<file path="src/hdl/hoard_pkg.sv">
// Package: payload types and function codes for the hot object detector.
`timescale 1ns / 1ps
package hoard_pkg;
   localparam logic [2:0] FUNC_ACCESS = 3'd0;
   localparam logic [2:0] FUNC_ABORT  = 3'd1;
   localparam logic [2:0] FUNC_DETECT = 3'd2;
   localparam logic [2:0] FUNC_QUERY  = 3'd3;
   localparam logic [2:0] FUNC_LIST   = 3'd4;

   localparam logic [1:0] CSR_ENABLE    = 2'd0;
   localparam logic [1:0] CSR_MIN_ACC   = 2'd1;
   localparam logic [1:0] CSR_THRESHOLD = 2'd2;

   localparam logic [31:0] CNT_MAX = 32'hFFFF_FFFF;

   typedef struct packed {
      logic [2:0]  func;
      logic [63:0] object_key;
      logic [63:0] time_now;
   } req_type;

   typedef struct packed {
      logic [63:0] entry_key;
      logic        hot_flag;
      logic [31:0] accesses_seen;
      logic [31:0] aborts_seen;
      logic [63:0] hot_since;
      logic        entry_valid;
      logic        table_full_drop;
      logic        last_of_run;
   } rsp_type;

   // One table entry as it travels along the row of cells.
   typedef struct packed {
      logic        used;
      logic [63:0] key;
      logic [31:0] acc;
      logic [31:0] abt;
      logic        hot;
      logic [63:0] hot_time;
   } entry_type;

   // Command for one rotation step; its shift bit goes to every cell.
   typedef struct packed {
      logic        shift;     // rotate the row by one place
      logic        judge;     // re-judge the entry leaving the head
      logic        bump_acc;  // count an access on the head entry
      logic        bump_abt;  // count an abort on the head entry
      logic        alloc;     // load a fresh entry into the head
      logic [63:0] key;
      logic [63:0] now;
   } cmd_type;
endpackage

</file>
<file path="src/hdl/hoard_head.sv">
// Head stage: updates the entry that wraps from the row tail back to its start.
`timescale 1ns / 1ps
module hoard_head #(
   parameter int RATE_FRAC_BITS = 16
) (
   input  hoard_pkg::cmd_type    cmd,
   input  logic [31:0]           min_acc,
   input  logic [16:0]           threshold,
   input  hoard_pkg::entry_type  tail_entry,
   output hoard_pkg::entry_type  head_entry
);
   import hoard_pkg::*;

   localparam int LW = 32 + RATE_FRAC_BITS;
   localparam int PW = 49;
   localparam int CW = (LW > PW) ? LW : PW;

   logic [CW-1:0] lhs, rhs;
   logic [48:0]   prod;
   logic          hot_now;
   entry_type     upd;

   // Product of threshold and access count; one 17x32 multiply.
   assign prod = 49'(threshold) * 49'(tail_entry.acc);
   assign lhs  = CW'({tail_entry.abt, {RATE_FRAC_BITS{1'b0}}});
   assign rhs  = CW'(prod);
   assign hot_now = (tail_entry.acc >= min_acc) && (lhs > rhs);

   always_comb begin
      upd = tail_entry;
      if (cmd.alloc) begin
         upd.used     = 1'b1;
         upd.key      = cmd.key;
         upd.acc      = 32'd0;
         upd.abt      = 32'd0;
         upd.hot      = 1'b0;
         upd.hot_time = 64'd0;
      end
      if (cmd.bump_acc && upd.acc != CNT_MAX) upd.acc = upd.acc + 32'd1;
      if (cmd.bump_abt && upd.abt != CNT_MAX) upd.abt = upd.abt + 32'd1;
      if (cmd.judge && tail_entry.used) begin
         upd.hot = hot_now;
         if (hot_now && !tail_entry.hot) upd.hot_time = cmd.now;
      end
   end

   assign head_entry = upd;
endmodule

</file>
<file path="config.mk">
export PLATFORM = sky130hd
export DESIGN_NAME = hoard_head
export DESIGN_NICKNAME = d
export VERILOG_FILES = /design/src/hdl/hoard_pkg.sv /design/src/hdl/hoard_head.sv
export SDC_FILE = /design/constraint.sdc
export NUM_CORES = 2
export LEC_CHECK = 0
export BUFFER_PORTS_ARGS = -buffer_cell sky130_fd_sc_hd__buf_4
export CORE_MARGIN = 8
export CORE_UTILIZATION = 25
export DETAILED_ROUTE_END_ITERATION = 8
export GPL_ROUTABILITY_DRIVEN = 0
export PLACE_DENSITY = 0.41
export SYNTH_ARGS = -nofsm -noshare
export SYNTH_HDL_FRONTEND = slang
export SYNTH_SLANG_ARGS = --single-unit
</file>
<file path="constraint.sdc">
create_clock -name vclk -period 14.54
set_input_delay 0.727 -clock vclk [all_inputs]
set_output_delay 0.727 -clock vclk [all_outputs]
set_load 0.005 [all_outputs]
</file>
==> impl_metrics.tcl <==
set metrics [dict create \
    seq_cell_count 0 \
    final_cell_mix "inv_1 (599), buf_4 (573), fa_1 (449), nand2_1 (434), ha_1 (189)" \
    syn_avg_cell_area_um2 8.230 \
    rows 111 \
    nNetsFinal 4228 \
    core_um2 91390 \
    grt_usage_pct 20.35 \
    antenna_left 0 \
    relSlewSlack_pct 31.52 \
    slew_violations 0 \
    layout_min_cycle_time_ns 11.65 \
    setup_slack_ns 2.895 \
    cp.arrival_ns 10.92 \
    cp.required_ns 13.81 \
    critPathCaptureType "primary output" \
    cpMostUsedCell "fa_1" \
    drv_cap 0 \
    multi_input_area_um2 20040 \
    critPathMaxStageDelay_ns 0.89 \
    ctsHoldBuffers 0 \
    utilization_pct 30.78 \
    synth_xor_area_share_pct 3.467 \
    synth_seq_area_share_pct 0 \
    detail_route.first_pass.iterations 5 \
    grt_pass1_wl_um 154300 \
    dpl_cell_area_um2 28110 \
    cts_resized 0 \
    regArea_um2 0 \
    critical-path-top-delay-family "compound AO/OA/AOI/OAI gates" \
    synth_cells 2793 \
    synth.distinct_cells 67 \
    path_max_fanout 64 \
    synthesis.area_um2 22990 \
    outcome "completed" \
    synth_compound_area_share_pct 5.966 \
    grt_setup_unrepaired "no" \
    globalRouteOverflowTotal 0 \
    die_h_um 319.2 \
    dp_hpwl_um 87420 \
    cp.buffers_inverters 6 \
    worstSetupPathType "input pin to primary output" \
    setup_viol 0 \
    cp_slowest_cell "a2111oi_0" \
    floorplan.initialDensity_pct 25.15 \
    die_w_um 319.2 \
    drive_above_1_share_pct 22.57 \
    drc 0 \
    dpl_worst_slack_ns 2.921 \
    critPathLaunchType "input pin" \
    vias 20450 \
    final_hold_viol_count 0 \
    layout_commonest_cell "inv_1" \
    wl_um 107500 \
    die_area_um2 101900 \
    synthAdderAreaFrac_pct 49.39 \
    worstMarginPinSlew_ns 1.001 \
    areaGrowthSynthToFinish_pct 22.35 \
    viasPerCell 4.644 \
    grt_antenna_before_repair 18 \
    fmax_mhz 85.87 \
    grt_start_max_net_pins 65 \
    design_area_um2 28120 \
    muxShareOfSynthArea_pct 7.490 \
    fin_crit_sh_pct 80.09 \
    setup_tns_ns 0 \
    grt_pass1_vias 21740 \
    synthSimpleGateAreaFrac_pct 20.87 \
    dr.first_iter.drc_count 926 \
    postCtsSetupBuffers 0 \
    nClkBuffers 0 \
    syn_nets 3807 \
    post_drt_wl_per_cell_um 24.40 \
    nFillCells 10030 \
    synth_warnings 0 \
    pin_count 570 \
    synth_top_family_by_area "adder cells" \
    numPortBuffers 569 \
    hold_class "input pin to primary output" \
]
-- path summary, 6_finish.rpt --
kind                   startpoint               to  slack (ns)  cells after the start
setup / recovery     threshold[4]    head_entry[3]        2.89                     31
hold / removal    tail_entry[193]  head_entry[193]        1.72                      3
-- area by class of cell --
cell class                      count  area share [%]
Tap cell                         1186           5.276
Timing Repair Buffer              575           15.42
Inverter                          599           7.994
Antenna cell                        6         0.05339
Multi-Input combinational cell   2038           71.26
-- per-layer routing --
layer  routed length, µm  global-route usage (%)  up-vias
li1                    -                       -     9336
met1               47110                   26.99    10460
met2               51950                   35.21      573
met3                6369                   3.622       76
met4                1983                   2.916        8
met5                  42                       0        -
-- synthesized netlist by cell type (13+ instances only) --
cell type,instances,area (µm²)
inv_1,599,2248
fa_1,449,8989
nand2_1,434,1629
ha_1,189,2365
and2_1,187,1170
clkbuf_1,131,491.7
nor2b_1,92,575.6
nor2_1,74,277.8
mux2_2,72,810.8
a21oi_1,66,330.3
mux2_4,60,900.9
xnor2_1,55,481.7
o21ai_0,45,225.2
nand3_1,42,210.2
xor2_1,36,315.3
nand4_1,30,187.7
nand2b_1,24,150.1
nor3_1,19,95.09
a21o_1,15,112.6
and3_1,14,87.58
a211oi_1,13,97.59
buf_1,13,48.80
-- cells by family (layout without fill, tap and decap cells) --
kind of cell / Yosys count / in the layout
AO/OA/AOI/OAI: 209 / 209
XOR/XNOR: 91 / 91
adder cells (fa/ha/maj): 638 / 638
buffers and inverters: 755 / 1174
multiplexers: 133 / 133
other: 0 / 6
AND/OR/NAND/NOR: 967 / 967
-- stage by stage --
| step | cells | hold WS [ns] |
|---|---|---|
| finish | 4404 | 1.723 |
| global route | 4398 | 1.750 |
| CTS | 4398 | 1.723 |
| detailed placement | 4398 | 1.723 |
| global placement | 4398 | 1.722 |
| floorplan | 2793 | 1.542 |
