File: src/hdl/hoard_pkg.sv
// Package: payload types and function codes for the hot object detector.
`timescale 1ns / 1ps
package hoard_pkg;
   localparam logic [2:0] FUNC_ACCESS = 3'd0;
   localparam logic [2:0] FUNC_ABORT  = 3'd1;
   localparam logic [2:0] FUNC_DETECT = 3'd2;
   localparam logic [2:0] FUNC_QUERY  = 3'd3;
   localparam logic [2:0] FUNC_LIST   = 3'd4;

   localparam logic [1:0] CSR_ENABLE    = 2'd0;
   localparam logic [1:0] CSR_MIN_ACC   = 2'd1;
   localparam logic [1:0] CSR_THRESHOLD = 2'd2;

   localparam logic [31:0] CNT_MAX = 32'hFFFF_FFFF;

   typedef struct packed {
      logic [2:0]  func;
      logic [63:0] object_key;
      logic [63:0] time_now;
   } req_type;

   typedef struct packed {
      logic [63:0] entry_key;
      logic        hot_flag;
      logic [31:0] accesses_seen;
      logic [31:0] aborts_seen;
      logic [63:0] hot_since;
      logic        entry_valid;
      logic        table_full_drop;
      logic        last_of_run;
   } rsp_type;

   // One table entry as it travels along the row of cells.
   typedef struct packed {
      logic        used;
      logic [63:0] key;
      logic [31:0] acc;
      logic [31:0] abt;
      logic        hot;
      logic [63:0] hot_time;
   } entry_type;

   // Command for one rotation step; its shift bit goes to every cell.
   typedef struct packed {
      logic        shift;     // rotate the row by one place
      logic        judge;     // re-judge the entry leaving the head
      logic        bump_acc;  // count an access on the head entry
      logic        bump_abt;  // count an abort on the head entry
      logic        alloc;     // load a fresh entry into the head
      logic [63:0] key;
      logic [63:0] now;
   } cmd_type;
endpackage

File: src/hdl/hoard_cell.sv
// Cell: one table entry, loads from its upstream neighbour on a rotation step.
`timescale 1ns / 1ps
module hoard_cell (
   input  logic                  clock,
   input  logic                  reset,
   input  logic                  shift,
   input  hoard_pkg::entry_type  entry_in,
   output hoard_pkg::entry_type  entry_out
);
   import hoard_pkg::*;

   entry_type entry_ff;
   logic      used_ff;

   always_ff @(posedge clock) begin
      if (reset) begin
         used_ff <= 1'b0;
      end else if (shift) begin
         used_ff <= entry_in.used;
      end
   end

   always_ff @(posedge clock) begin
      if (shift) begin
         entry_ff <= entry_in;
      end
   end

   always_comb begin
      entry_out      = entry_ff;
      entry_out.used = used_ff;
   end
endmodule

File: config.mk
export PLATFORM = sky130hd
export DESIGN_NAME = hoard_cell
export DESIGN_NICKNAME = d
export VERILOG_FILES = /design/src/hdl/hoard_pkg.sv /design/src/hdl/hoard_cell.sv
export SDC_FILE = /design/constraint.sdc
export NUM_CORES = 1
export LEC_CHECK = 0
export ABC_AREA = 0
export BUFFER_PORTS_ARGS = -buffer_cell sky130_fd_sc_hd__buf_4
export CELL_PAD_IN_SITES_DETAIL_PLACEMENT = 1
export CELL_PAD_IN_SITES_GLOBAL_PLACEMENT = 1
export CORE_AREA = 2 2 153 155
export CTS_CLUSTER_DIAMETER = 60
export DETAILED_ROUTE_END_ITERATION = 16
export DIE_AREA = 0 0 155 157
export PLACE_DENSITY_LB_ADDON = 0.1
export RECOVER_POWER = 50
export SYNTH_ARGS = -nofsm -noshare
export SYNTH_HDL_FRONTEND = slang
export SYNTH_SLANG_ARGS = --single-unit
File: constraint.sdc
create_clock -name clock -period 2.06 [get_ports clock]
set_clock_uncertainty 0.1 [all_clocks]
set_input_delay 0.412 -clock clock [delete_from_list [all_inputs] [get_ports clock]]
set_output_delay 0.412 -clock clock [all_outputs]
set_load 0.03 [all_outputs]
==> out/qor.csv <==
metric,value,unit
grt_pass1_vias,3923,
critPathLaunchType,primary input,
max_slew_margin,0.419,
post-route-period-util,0.790,
syn-instance-count,197,
fp.dieH,157,um
finalSetupTns,0,ps
nets,814,
synth_compound_area_frac,0,
synth_seq_cells,194,
slew_violations,0,
track_usage,0.142,
min_path_type,in -> reg,
netSwitchingFraction,0.261,
path_class,in -> reg,
post_cts_buffers,0,
synth_cell_types,5,
dp_hpwl,14100,um
yosysTopAreaCell,edfxtp_1,
required,2000,ps
die_area,24300,um^2
io_buffers,390,
path_clk_slew,70,ps
ys.warnings.count,0,
dr.pass1.iters,4,
num_vias,3644,
pwr-share-comb,0.157,
peakVddDrop,0.481,mV
root_buffer,clkbuf_16,
start_util,0.259,
core,22500,um^2
critPathMaxFanout,51,
drive_above_1_share,0.666,
timing.hold.ws,41.6,ps
worst_slack,433,ps
period_needed,1630,ps
fillers,2251,
drv_cap,0,
grt_overflow,0,
final_util,0.433,
syn_nets,394,
pre_cts_ws,459,ps
pwr_density_cell,967,nW/um^2
cts_resized,0,
final-setup-viol-count,0,
io_pins,391,
worst_slew_pin_slew,870,ps
routed.top_layer,met4,
clock-sinks,194,
syn_to_final_growth,66.9,%
diodes,0,
clock_latency,420,ps
avgSynthCellArea,29.6,um^2
seq_area_frac_synth,0.996,
clk_path_buf_depth,2,
p_sw,2.46,mW
synth.area.mux_share,0.00171,
worstSetupEndpointType,register,
vias_per_cell,3.99,
wl_met3,2240,um
grt_max_degree,52,
slowest_delay,740,ps
worstPathCellList,clkbuf_8 -> dlymetal6s2s_1,
final_area,9740,um^2
synth_simple_gate_area_frac,0.000643,
cpLargestDelayFamily,buffers and inverters,
seq_power_share,0.507,
hold_viol,0,
clkPwrFrac,0.336,
place_congestion,0.740,
m1WireLength,5860,um
cts_tree,done,
fmax,615,MHz
place_area,9250,um^2
route.met2.wl,9260,um
synth_fa_ha_area_frac,0,
arrival,1570,ps
status,"complete, no violations",
grt_pass1_wl,24600,um
crit_slowest_cell,dlymetal6s2s_1,
rsz0062_at_grt,no,
postRouteAntennaNets,0,
grt_antenna_before_repair,0,
synthTopCellsByArea,"edfxtp_1, dfxtp_1, mux2i_1",
die-width,155,um
wl,17700,um
drt_iter0_drc,148,
synth_xor_area_frac,0,
p_leak,4.03,nW
cts_made_buffers,17,
synth_top_family_by_area,multiplexers,
rows,55,
htreeDepth,4,
drc,0,
synth_top_area_frac,0.993,
p_int,6.96,mW
cp_num_buf_inv,2,
cts_hold_buffers,0,
wl_per_cell,19.4,um
synth_area,5840,um^2
-- cell usage after synthesis (all sizes together) --
library cell,number
dfxtp,1
buf,1
edfxtp,193
nor2,1
mux2i,1
-- sequential cells by signal (all words and copies together) (netlist names) --
signal     cells
entry_out    193
used_ff        1
-- area by class of cell --
cell class                      count  area [um^2]  share of cell area
Clock buffer                       19          433              0.0444
Sequential cell                   194         5820               0.597
Clock inverter                     12          126              0.0130
Multi-Input combinational cell      2         13.8             0.00141
Timing Repair Buffer              402         3000               0.308
Tap cell                          285          357              0.0366
-- placed cells by master (no fill, tap or decap) --
| cell | synthesis | layout |
|---|---|---|
| clkinvlp_4 | 0 | 6 |
| bufinv_16 | 0 | 1 |
| buf_12 | 0 | 1 |
| clkinv_4 | 0 | 1 |
| clkbuf_1 | 0 | 13 |
| inv_6 | 0 | 1 |
| inv_8 | 0 | 3 |
| dfxtp_1 | 1 | 1 |
| edfxtp_1 | 193 | 193 |
| mux2i_1 | 1 | 1 |
| buf_4 | 1 | 201 |
| dlymetal6s2s_1 | 0 | 1 |
| clkbuf_16 | 0 | 17 |
| clkbuf_8 | 0 | 1 |
| nor2_1 | 1 | 1 |
| clkbuf_4 | 0 | 186 |
| clkbuf_2 | 0 | 1 |
-- worst register-to-register path: stages (launching register included) --
cell and delay [ps]:
dfxtp_1 320, mux2i_1 120, nor2_1 50
-- metrics by stage --
| stage | total power [mW] | std cells |
|---|---|---|
| after global placement | 6.39 | 883 |
| final | 9.42 | 914 |
| after detailed placement | 6.41 | 883 |
| after floorplan | 5.50 | 197 |
| after global routing | 9.79 | 914 |
| after CTS | 9.63 | 914 |
-- power groups by stage --
stage	logic, mW	clock network [mW]	registers (mW)
CTS	1.54	3.30	4.78
global placement	1.53	0	4.86
global route	1.55	3.44	4.81
detailed placement	1.54	0	4.87
floorplan	0.00562	0	5.49
finish	1.48	3.17	4.78
-- worst paths after layout --
| check | start | endpoint | slack [ps] | cells past startpoint |
|---|---|---|---|---|
| setup / recovery | shift | entry_out[154] | 430 | 2 |
| hold / removal | reset | used_ff | 40 | 2 |
| setup reg to reg | used_ff | used_ff | 1360 | 2 |
| hold reg to reg | used_ff | used_ff | 430 | 2 |
-- cell families (layout without fill, tap and decap cells) --
| logic type | count (synthesis) | after routing |
|---|---|---|
| flip-flops | 194 | 194 |
| multiplexers | 1 | 1 |
| AND/OR/NAND/NOR | 1 | 1 |
| buffers and inverters | 1 | 433 |
-- per-layer routing --
metal | vias up | global-route usage
met5 | - | 0
met4 | 0 | 0.0639
met3 | 20 | 0.0713
met2 | 240 | 0.246
met1 | 1740 | 0.143
li1 | 1644 | -
No activity file was read; power rests on OpenSTA's default activity.
